<file path="src/rtl/assert_macros.svh">
// Assertion macros for the blitter RTL (included by csb_core).
// Each macro expects clk and rst_n in the scope where it is used.
`ifndef ASSERT_MACROS_SVH
`define ASSERT_MACROS_SVH

// Same-cycle implication, sampled at the rising edge, off during reset
`define ASSERT_IMPL(label, ante, cons) \
    label: assert property (@(posedge clk) disable iff (!rst_n) (ante) |-> (cons)) \
        else $error("%m: assertion failed");

// Next-cycle implication
`define ASSERT_NEXT(label, ante, cons) \
    label: assert property (@(posedge clk) disable iff (!rst_n) (ante) |=> (cons)) \
        else $error("%m: assertion failed");

`endif

</file>
<file path="src/rtl/csb_pkg.sv">
// Package for the clipped sprite blitter: screen constants, shared types and codes.
// No dependencies.
package csb_pkg;

    localparam int SCREEN_WIDTH  = 320;
    localparam int SCREEN_HEIGHT = 200;
    localparam int LINE_STRIDE   = 320;

    localparam int APB_ADDR_W = 4;
    localparam int APB_DATA_W = 32;

    typedef enum logic [1:0] {
        REG_CLIP_LEFT   = 2'd0,
        REG_CLIP_TOP    = 2'd1,
        REG_CLIP_RIGHT  = 2'd2,
        REG_CLIP_BOTTOM = 2'd3
    } reg_idx_t;

    typedef enum logic [4:0] {
        PH_W_HI   = 5'b00001,
        PH_H_LO   = 5'b00010,
        PH_H_HI   = 5'b00100,
        PH_IDLE   = 5'b01000,
        PH_PIXELS = 5'b10000
    } phase_t;

    typedef struct packed {
        logic signed [9:0] left;
        logic signed [8:0] top;
        logic signed [9:0] right;
        logic signed [8:0] bottom;
    } clip_t;

    typedef struct packed {
        logic        write_enable;
        logic [15:0] write_offset;
        logic [7:0]  pixel_value;
        logic        sprite_done;
    } res_t;

endpackage

</file>
<file path="src/rtl/csb_ifs.sv">
// Valid/ready channel interfaces for the sprite byte input and the pixel write output.
// No dependencies.
interface sprite_in_if;
    logic               valid;
    logic               ready;
    logic               first;
    logic signed [15:0] pos_x;
    logic signed [15:0] pos_y;
    logic [7:0]         sprite_byte;

    modport source (output valid, output first, output pos_x, output pos_y,
                    output sprite_byte, input ready);
    modport sink   (input valid, input first, input pos_x, input pos_y,
                    input sprite_byte, output ready);
endinterface

interface blit_out_if;
    logic        valid;
    logic        ready;
    logic        write_enable;
    logic [15:0] write_offset;
    logic [7:0]  pixel_value;
    logic        sprite_done;

    modport source (output valid, output write_enable, output write_offset,
                    output pixel_value, output sprite_done, input ready);
    modport sink   (input valid, input write_enable, input write_offset,
                    input pixel_value, input sprite_done, output ready);
endinterface

</file>
<file path="src/rtl/csb_regs.sv">
// APB register block holding the four clip window edges, saturated on write.
// Depends on csb_pkg.
module csb_regs (
    input  logic                           clk,
    input  logic                           rst_n,
    input  logic                           psel,
    input  logic                           penable,
    input  logic                           pwrite,
    input  logic [csb_pkg::APB_ADDR_W-1:0] paddr,
    input  logic [csb_pkg::APB_DATA_W-1:0] pwdata,
    output logic [csb_pkg::APB_DATA_W-1:0] prdata,
    output logic                           pready,
    output csb_pkg::clip_t                 clip
);
    import csb_pkg::*;

    clip_t             clip_reg;
    clip_t             clip_next;
    logic              wr_en;
    reg_idx_t          idx;
    logic signed [9:0] wide_val;
    logic signed [8:0] narrow_val;
    logic signed [9:0] wide_sat;
    logic signed [8:0] narrow_sat;

    assign pready = 1'b1;
    assign wr_en  = psel && penable && pwrite;
    assign idx    = reg_idx_t'(paddr[3:2]);

    // Saturate to one outside the screen on each side
    always_comb
    begin
        wide_val   = $signed(pwdata[9:0]);
        narrow_val = $signed(pwdata[8:0]);
        if (wide_val < -10'sd1)
            wide_sat = -10'sd1;
        else if (wide_val > $signed(10'(SCREEN_WIDTH)))
            wide_sat = $signed(10'(SCREEN_WIDTH));
        else
            wide_sat = wide_val;
        if (narrow_val < -9'sd1)
            narrow_sat = -9'sd1;
        else if (narrow_val > $signed(9'(SCREEN_HEIGHT)))
            narrow_sat = $signed(9'(SCREEN_HEIGHT));
        else
            narrow_sat = narrow_val;
    end

    always_comb
    begin
        clip_next = clip_reg;
        if (wr_en)
        begin
            case (idx)
                REG_CLIP_LEFT:   clip_next.left   = wide_sat;
                REG_CLIP_TOP:    clip_next.top    = narrow_sat;
                REG_CLIP_RIGHT:  clip_next.right  = wide_sat;
                REG_CLIP_BOTTOM: clip_next.bottom = narrow_sat;
                default:         clip_next = clip_reg;
            endcase
        end
    end

    always_ff @(posedge clk or negedge rst_n)
    begin
        if (!rst_n)
        begin
            clip_reg.left   <= -10'sd1;
            clip_reg.top    <= -9'sd1;
            clip_reg.right  <= $signed(10'(SCREEN_WIDTH));
            clip_reg.bottom <= $signed(9'(SCREEN_HEIGHT));
        end
        else
        begin
            clip_reg <= clip_next;
        end
    end

    always_comb
    begin
        case (idx)
            REG_CLIP_LEFT:   prdata = APB_DATA_W'(clip_reg.left);
            REG_CLIP_TOP:    prdata = APB_DATA_W'(clip_reg.top);
            REG_CLIP_RIGHT:  prdata = APB_DATA_W'(clip_reg.right);
            REG_CLIP_BOTTOM: prdata = APB_DATA_W'(clip_reg.bottom);
            default:         prdata = '0;
        endcase
    end

    assign clip = clip_reg;

endmodule

</file>
<file path="src/rtl/csb_core.sv">
// Sprite parser: header decode, reject decision, column/row/offset counters and
// the per-pixel clip test. Depends on csb_pkg, csb_ifs and assert_macros.svh.
`include "assert_macros.svh"

module csb_core (
    input  logic           clk,
    input  logic           rst_n,
    sprite_in_if.sink      in_ch,
    input  logic           stage_ready,
    input  csb_pkg::clip_t clip,
    output logic           res_load,
    output csb_pkg::res_t  res_next
);
    import csb_pkg::*;

    phase_t      phase_reg, phase_next;
    logic        rejected_reg, rejected_next;
    logic [15:0] col_reg, col_next;
    logic [15:0] row_reg, row_next;
    logic [15:0] width_reg, width_next;
    logic [15:0] height_reg, height_next;
    logic [15:0] origin_x_reg, origin_x_next;
    logic [15:0] origin_y_reg, origin_y_next;
    logic [15:0] offset_reg, offset_next;

    logic               accept;
    logic [15:0]        height_full;
    logic signed [18:0] ox19, oy19, oxw, oyh;
    logic               reject_now;
    logic signed [17:0] px, py;
    logic               visible;
    logic [16:0]        col_inc, row_inc;
    logic               col_wrap, row_wrap;

    assign in_ch.ready = stage_ready;
    assign accept      = in_ch.valid && stage_ready;
    assign res_load    = accept;

    // Rejection test, evaluated on the last header byte
    always_comb
    begin
        height_full = {in_ch.sprite_byte, height_reg[7:0]};
        ox19 = 19'($signed(origin_x_reg));
        oy19 = 19'($signed(origin_y_reg));
        oxw  = ox19 + $signed({3'b000, width_reg});
        oyh  = oy19 + $signed({3'b000, height_full});
        reject_now = (clip.left >= clip.right) || (clip.top >= clip.bottom)
                  || (oxw <= 19'sd0) || (ox19 > $signed(19'(SCREEN_WIDTH - 1)))
                  || (oyh <= 19'sd0) || (oy19 > $signed(19'(SCREEN_HEIGHT - 1)))
                  || (oxw < 19'(clip.left)) || (ox19 > 19'(clip.right))
                  || (oyh < 19'(clip.top)) || (oy19 > 19'(clip.bottom));
    end

    // Pixel clip test against the live window
    always_comb
    begin
        px = $signed(18'($signed(origin_x_reg))) + $signed({2'b00, col_reg});
        py = $signed(18'($signed(origin_y_reg))) + $signed({2'b00, row_reg});
        visible = !rejected_reg
               && (px > 18'(clip.left)) && (px < 18'(clip.right))
               && (py > 18'(clip.top))  && (py < 18'(clip.bottom));
        col_inc  = {1'b0, col_reg} + 17'd1;
        row_inc  = {1'b0, row_reg} + 17'd1;
        col_wrap = col_inc >= {1'b0, width_reg};
        row_wrap = row_inc >= {1'b0, height_reg};
    end

    always_comb
    begin
        phase_next    = phase_reg;
        rejected_next = rejected_reg;
        col_next      = col_reg;
        row_next      = row_reg;
        width_next    = width_reg;
        height_next   = height_reg;
        origin_x_next = origin_x_reg;
        origin_y_next = origin_y_reg;
        offset_next   = offset_reg;
        res_next      = '0;
        if (in_ch.first)
        begin
            origin_x_next = in_ch.pos_x;
            origin_y_next = in_ch.pos_y;
            rejected_next = 1'b1;
            width_next    = {8'h00, in_ch.sprite_byte};
            phase_next    = PH_W_HI;
        end
        else
        begin
            case (phase_reg)
                PH_W_HI:
                begin
                    width_next = {in_ch.sprite_byte, width_reg[7:0]};
                    phase_next = PH_H_LO;
                end
                PH_H_LO:
                begin
                    height_next = {8'h00, in_ch.sprite_byte};
                    phase_next  = PH_H_HI;
                end
                PH_H_HI:
                begin
                    height_next   = height_full;
                    rejected_next = reject_now;
                    col_next      = '0;
                    row_next      = '0;
                    offset_next   = origin_y_reg * 16'(LINE_STRIDE) + origin_x_reg;
                    if (width_reg == 16'd0 || height_full == 16'd0)
                    begin
                        res_next.sprite_done = 1'b1;
                        phase_next           = PH_IDLE;
                    end
                    else
                    begin
                        phase_next = PH_PIXELS;
                    end
                end
                PH_PIXELS:
                begin
                    if (visible)
                    begin
                        res_next.write_enable = 1'b1;
                        res_next.write_offset = offset_reg;
                        res_next.pixel_value  = in_ch.sprite_byte;
                    end
                    if (col_wrap)
                    begin
                        // Step to the start of the next row
                        col_next    = '0;
                        row_next    = row_inc[15:0];
                        offset_next = offset_reg + 16'd1 + 16'(LINE_STRIDE) - width_reg;
                        if (row_wrap)
                        begin
                            res_next.sprite_done = 1'b1;
                            phase_next           = PH_IDLE;
                        end
                    end
                    else
                    begin
                        col_next    = col_inc[15:0];
                        offset_next = offset_reg + 16'd1;
                    end
                end
                PH_IDLE:
                begin
                    phase_next = PH_IDLE;
                end
                default:
                begin
                    phase_next = PH_IDLE;
                end
            endcase
        end
    end

    always_ff @(posedge clk or negedge rst_n)
    begin
        if (!rst_n)
        begin
            phase_reg    <= PH_IDLE;
            rejected_reg <= 1'b1;
            col_reg      <= '0;
            row_reg      <= '0;
        end
        else if (accept)
        begin
            phase_reg    <= phase_next;
            rejected_reg <= rejected_next;
            col_reg      <= col_next;
            row_reg      <= row_next;
        end
    end

    always_ff @(posedge clk)
    begin
        if (accept)
        begin
            width_reg    <= width_next;
            height_reg   <= height_next;
            origin_x_reg <= origin_x_next;
            origin_y_reg <= origin_y_next;
            offset_reg   <= offset_next;
        end
    end

    `ASSERT_IMPL(a_we_only_in_pixels, accept && res_next.write_enable,
                 phase_reg == PH_PIXELS && !in_ch.first)
    `ASSERT_IMPL(a_rejected_no_write, phase_reg == PH_PIXELS && rejected_reg,
                 !res_next.write_enable)
    `ASSERT_NEXT(a_done_goes_idle, accept && res_next.sprite_done, phase_reg == PH_IDLE)
    `ASSERT_IMPL(a_col_in_range, phase_reg == PH_PIXELS, col_reg < width_reg)

endmodule

</file>
<file path="src/rtl/csb_out_reg.sv">
// Result register: holds one result item until the sink takes it.
// Depends on csb_pkg and csb_ifs.
module csb_out_reg (
    input  logic          clk,
    input  logic          rst_n,
    input  logic          res_load,
    input  csb_pkg::res_t res_next,
    output logic          stage_ready,
    blit_out_if.source    out_ch
);
    import csb_pkg::*;

    logic valid_reg, valid_next;
    res_t res_reg;

    // Accept a new item whenever the register is empty or the held one leaves this cycle
    assign stage_ready = !valid_reg || out_ch.ready;

    always_comb
    begin
        if (res_load)
            valid_next = 1'b1;
        else if (out_ch.ready)
            valid_next = 1'b0;
        else
            valid_next = valid_reg;
    end

    always_ff @(posedge clk or negedge rst_n)
    begin
        if (!rst_n)
            valid_reg <= 1'b0;
        else
            valid_reg <= valid_next;
    end

    always_ff @(posedge clk)
    begin
        if (res_load)
            res_reg <= res_next;
    end

    assign out_ch.valid        = valid_reg;
    assign out_ch.write_enable = res_reg.write_enable;
    assign out_ch.write_offset = res_reg.write_offset;
    assign out_ch.pixel_value  = res_reg.pixel_value;
    assign out_ch.sprite_done  = res_reg.sprite_done;

endmodule

</file>
<file path="src/rtl/clipped_sprite_blit.sv">
// Clipped sprite blitter: one input byte a cycle in, one pixel write result per byte out.
// Each accepted byte's result is registered in the output register; a new
// byte is taken in every cycle in which the output register is empty or being drained,
// so with the sink ready the rate is one item per cycle, set by the single result register.
// Header bytes and clipped pixels give write_enable low with zero offset and value.
// Clip registers sit at byte addresses 0, 4, 8, 12 (left, top, right, bottom) and
// saturate to one step outside the screen. Depends on csb_pkg, csb_ifs and submodules.
module clipped_sprite_blit (
    input  logic                           clk,
    input  logic                           rst_n,
    sprite_in_if.sink                      sprite_in,
    blit_out_if.source                     blit_out,
    input  logic                           psel,
    input  logic                           penable,
    input  logic                           pwrite,
    input  logic [csb_pkg::APB_ADDR_W-1:0] paddr,
    input  logic [csb_pkg::APB_DATA_W-1:0] pwdata,
    output logic [csb_pkg::APB_DATA_W-1:0] prdata,
    output logic                           pready
);
    import csb_pkg::*;

    clip_t clip;
    res_t  res_next;
    logic  res_load;
    logic  stage_ready;

    csb_regs u_regs (
        .clk     (clk),
        .rst_n   (rst_n),
        .psel    (psel),
        .penable (penable),
        .pwrite  (pwrite),
        .paddr   (paddr),
        .pwdata  (pwdata),
        .prdata  (prdata),
        .pready  (pready),
        .clip    (clip)
    );

    csb_core u_core (
        .clk         (clk),
        .rst_n       (rst_n),
        .in_ch       (sprite_in),
        .stage_ready (stage_ready),
        .clip        (clip),
        .res_load    (res_load),
        .res_next    (res_next)
    );

    csb_out_reg u_out (
        .clk         (clk),
        .rst_n       (rst_n),
        .res_load    (res_load),
        .res_next    (res_next),
        .stage_ready (stage_ready),
        .out_ch      (blit_out)
    );

endmodule

</file>
<file path="src/flat_wrapper.sv">
// flat-port wrapper written by rule: the top's interface ports become plain ports
module clipped_sprite_blit_flat import csb_pkg::*;
  (clk, rst_n, psel, penable, pwrite, paddr, pwdata, prdata, pready, sprite_in_valid, sprite_in_first, sprite_in_pos_x, sprite_in_pos_y, sprite_in_sprite_byte, sprite_in_ready, blit_out_valid, blit_out_write_enable, blit_out_write_offset, blit_out_pixel_value, blit_out_sprite_done, blit_out_ready);
  sprite_in_if sprite_in_i ();
  blit_out_if blit_out_i ();
  input  logic clk;
  input  logic rst_n;
  input  logic psel;
  input  logic penable;
  input  logic pwrite;
  input  logic [csb_pkg::APB_ADDR_W-1:0] paddr;
  input  logic [csb_pkg::APB_DATA_W-1:0] pwdata;
  output logic [csb_pkg::APB_DATA_W-1:0] prdata;
  output logic pready;
  input wire logic [$bits(sprite_in_i.valid)-1:0] sprite_in_valid;
  input wire logic [$bits(sprite_in_i.first)-1:0] sprite_in_first;
  input wire logic [$bits(sprite_in_i.pos_x)-1:0] sprite_in_pos_x;
  input wire logic [$bits(sprite_in_i.pos_y)-1:0] sprite_in_pos_y;
  input wire logic [$bits(sprite_in_i.sprite_byte)-1:0] sprite_in_sprite_byte;
  output wire logic [$bits(sprite_in_i.ready)-1:0] sprite_in_ready;
  output wire logic [$bits(blit_out_i.valid)-1:0] blit_out_valid;
  output wire logic [$bits(blit_out_i.write_enable)-1:0] blit_out_write_enable;
  output wire logic [$bits(blit_out_i.write_offset)-1:0] blit_out_write_offset;
  output wire logic [$bits(blit_out_i.pixel_value)-1:0] blit_out_pixel_value;
  output wire logic [$bits(blit_out_i.sprite_done)-1:0] blit_out_sprite_done;
  input wire logic [$bits(blit_out_i.ready)-1:0] blit_out_ready;
  assign sprite_in_i.valid = sprite_in_valid;
  assign sprite_in_i.first = sprite_in_first;
  assign sprite_in_i.pos_x = sprite_in_pos_x;
  assign sprite_in_i.pos_y = sprite_in_pos_y;
  assign sprite_in_i.sprite_byte = sprite_in_sprite_byte;
  assign sprite_in_ready = sprite_in_i.ready;
  assign blit_out_valid = blit_out_i.valid;
  assign blit_out_write_enable = blit_out_i.write_enable;
  assign blit_out_write_offset = blit_out_i.write_offset;
  assign blit_out_pixel_value = blit_out_i.pixel_value;
  assign blit_out_sprite_done = blit_out_i.sprite_done;
  assign blit_out_i.ready = blit_out_ready;
  clipped_sprite_blit u_core (.clk(clk), .rst_n(rst_n), .sprite_in(sprite_in_i), .blit_out(blit_out_i), .psel(psel), .penable(penable), .pwrite(pwrite), .paddr(paddr), .pwdata(pwdata), .prdata(prdata), .pready(pready));
endmodule
</file>
<file path="config.mk">
export PLATFORM = sky130hd
export DESIGN_NAME = clipped_sprite_blit_flat
export DESIGN_NICKNAME = d
export VERILOG_FILES = /design/src/rtl/csb_pkg.sv /design/src/rtl/csb_ifs.sv /design/src/rtl/csb_regs.sv /design/src/rtl/csb_core.sv /design/src/rtl/csb_out_reg.sv /design/src/rtl/clipped_sprite_blit.sv /design/src/flat_wrapper.sv
export VERILOG_INCLUDE_DIRS = /design/src /design/src/rtl
export SDC_FILE = /design/constraint.sdc
export NUM_CORES = 1
export LEC_CHECK = 0
export ABC_CLOCK_PERIOD_IN_PS = 9800
export CAP_MARGIN = 15
export CORE_MARGIN = 5
export CORE_UTILIZATION = 38
export DETAILED_ROUTE_END_ITERATION = 8
export DONT_BUFFER_PORTS = 1
export PLACE_DENSITY_LB_ADDON = 0.2
export SLEW_MARGIN = 20
export SYNTH_ARGS = -nofsm -noshare
export SYNTH_HDL_FRONTEND = slang
export SYNTH_SLANG_ARGS = --single-unit
export TNS_END_PERCENT = 5
</file>
<file path="constraint.sdc">
create_clock -name clk -period 9.8 [get_ports clk]
set_input_delay 2.94 -clock clk [delete_from_list [all_inputs] [get_ports clk]]
set_output_delay 2.94 -clock clk [all_outputs]
set_load 0.05 [all_outputs]
</file>
==> out/qor.csv <==
metric,value,unit
outcome,"complete, no violations",
GRT Overall Usage,0.204,
sw power,1.27,mW
RR Startpoint,u_core.u_core.origin_x_reg[0],
max FFs per register,38,
critical path class,in2out,
grt ovf,0,
crit start category,input port,
worst slew pin tran,1.12,ns
Routed Antenna Nets,0,
latest clock arrival within the worst-skew pair,0.49,ns
H-tree depth,4,
final setup fails,0,
Worst EP required,6.86,ns
Die X,224,um
number of DRC markers in iteration 0,1003,
via density per instance,5.72,
DP HPWL,40700,um
PD cells,164,nW/um2
Yosys top cell by area,ha_1,
top-count cell post-synth,ha_1,
Peak Freq,135,MHz
worst path bufs/invs,1,
"Reg clk slew, reported paths",0.08,ns
CTS max path bufs,2,
Seq pwr share,0.339,
maximum fanout along the worst path,14,
setup bufs post-CTS,0,
Worst EP arrival,4.46,ns
num rows,78,
worst rel slew slack,0.252,
top_reg_cell synth,edfxtp_1,
number of global-route vias before repair,13800,
Setup crit end kind,output port,
first-pass GRT wire length,79400,um
number of diodes,0,
Synth async-reset ratio,0.421,
WL final,51000,um
max incr delay on CP,1.03,ns
Ys Warns,0,
Internal Pwr Total,1.77,mW
post-synthesis cell type count,76,
Final Slew Violations,0,
largest net degree at the start of global routing,78,
worst r2r path cells,18,
most instantiated cells after synthesis,"ha_1 (309), inv_1 (138), nor2_1 (121)",
average routed wire per standard cell,21.0,um
power share of the clock group,0.233,
Layout Area Growth over Synthesis,6.68,%
hold buffers post-CTS,0,
final setup TNS,0,ns
die area,50100,um2
core area,45300,um2
design area,18500,um2
Mean Syn Cell Area,9.42,um2
DRT Pass-1 Iters,5,
Crit path max-delay family,multiplexers,
gpl congestion,0.890,
Die Span Y,224,um
share of layout cells above drive strength 1,0.0629,
synthesized flop and latch total,183,
CTS Buf Count,17,
Max Cap Violations,0,
Sw Ratio,0.417,
"EDFF count, synth",106,
slowest library cell on the worst path,mux4_4,
Syn Nets,2245,
cell count after synthesis,1845,
placed cell area,17900,um2
Peak VDD IR,0.129,mV
Synth area leaders,"ha_1 (22%), edfxtp_1 (18%), dfrtp_1 (7.3%)",
starting density of the core,0.384,
top cell type's share of synthesized area,0.222,
Post-Syn Area,17400,um2
DRC errors left,0,
root buf cell,clkbuf_16,
crit-path cells,mux4_4 -> buf_16,
P_leak,8.27,nW
vias,13900,
Worst Hold Depth,2,
Final Cycle Share,0.755,
port buffer count,0,
nets,2214,
hold path startpoint,u_core.u_regs.clip[6],
post_cts resized,0,
min-delay worst type,reg2reg,
"Seq/Total Area, Yosys",0.296,
Worst Setup SP,paddr[3],
initial antenna violation count,2,
power share of the combinational group,0.428,
Fin. Hold Viols,0,
I/O Pins,145,
Pwr Total,3.05,mW
Min Hold Slack,0.507,ns
Tmin final,7.40,ns
TritonCTS Sinks,183,
RSZ-0062 raised after global routing,no,
Stages on worst setup path,2,
Worst Skew,0.0158,ns
CTS tree,done,
==> routing by layer <==
metal  GRT usage  up-vias  part of all wire
met3      0.0465       81             0.053
li1            -     6815                 -
met1       0.263     6698              0.45
met5           0        -                 0
met2       0.339      282              0.47
met4      0.0686        0             0.027
==> worst reg2reg max path, delay by kind of cell (launching register included) <==
family / cells / cell delay (ns)
and+or+nand+nor: 4 / 1.27
AOI/OAI and AO/OA: 9 / 2.09
buffers and inverters: 1 / 0.32
DFF: 1 / 0.55
xor gates and xnor gates: 1 / 0.17
adders and majority gates: 3 / 1.03
==> layout make-up <==
class	count	area (um2)
fillers	4524	26700
multi-input cells	1465	11400
flip-flops and latches	183	5140
well taps	600	751
inverters	138	518
clock buffers	19	464
clock inverters	13	133
repair buffers	9	108
==> power groups by stage <==
stage	Combinational [mW]	Sequential (mW)	Clock, mW
2_1_floorplan	1.07	0.990	0
3_3_place_gp	1.26	1.05	0
3_5_place_dp	1.30	1.05	0
4_1_cts	1.31	1.03	0.729
5_1_grt	1.47	1.04	0.758
6_report	1.30	1.03	0.710
==> placed cells by master (no fill, tap or decap), types with 51 or more instances in the layout <==
cell and instances:
xnor2_1 86, ha_1 309, o21ai_0 99, nand2_1 99, nor2_1 121, dfrtp_1 51
inv_1 138, edfxtp_1 106, nand3_1 52, a21oi_1 110, a21o_1 66
==> through the flow <==
stage,util,std cells,worst slack [ns]
finish,0.410,2427,2.40
detailed placement,0.396,2395,2.40
CTS,0.409,2427,2.40
floorplan,-,1845,2.34
global route,0.410,2427,2.39
global placement,0.396,2395,2.40
==> path summary, 6_finish.rpt <==
kind,end,slack [ns]
max,prdata[12],2.40
min,u_core.u_regs.clip[6],0.51
max reg2reg,u_core.u_out.out_ch.write_offset[4],4.09
min reg2reg,u_core.u_regs.clip[6],0.51
max in group asynchronous,u_core.u_regs.clip[36],7.37
min in group asynchronous,u_core.u_core.row_reg[11],2.13
==> cells by family after synthesis <==
family	synth area share
flops	0.296
buf+inv	0.0487
other cells	0.000216
simple gates	0.156
mux	0.0309
xor+xnor	0.0620
fa+ha+maj	0.230
compound gates	0.176
(Power assumes the default switching activity.)
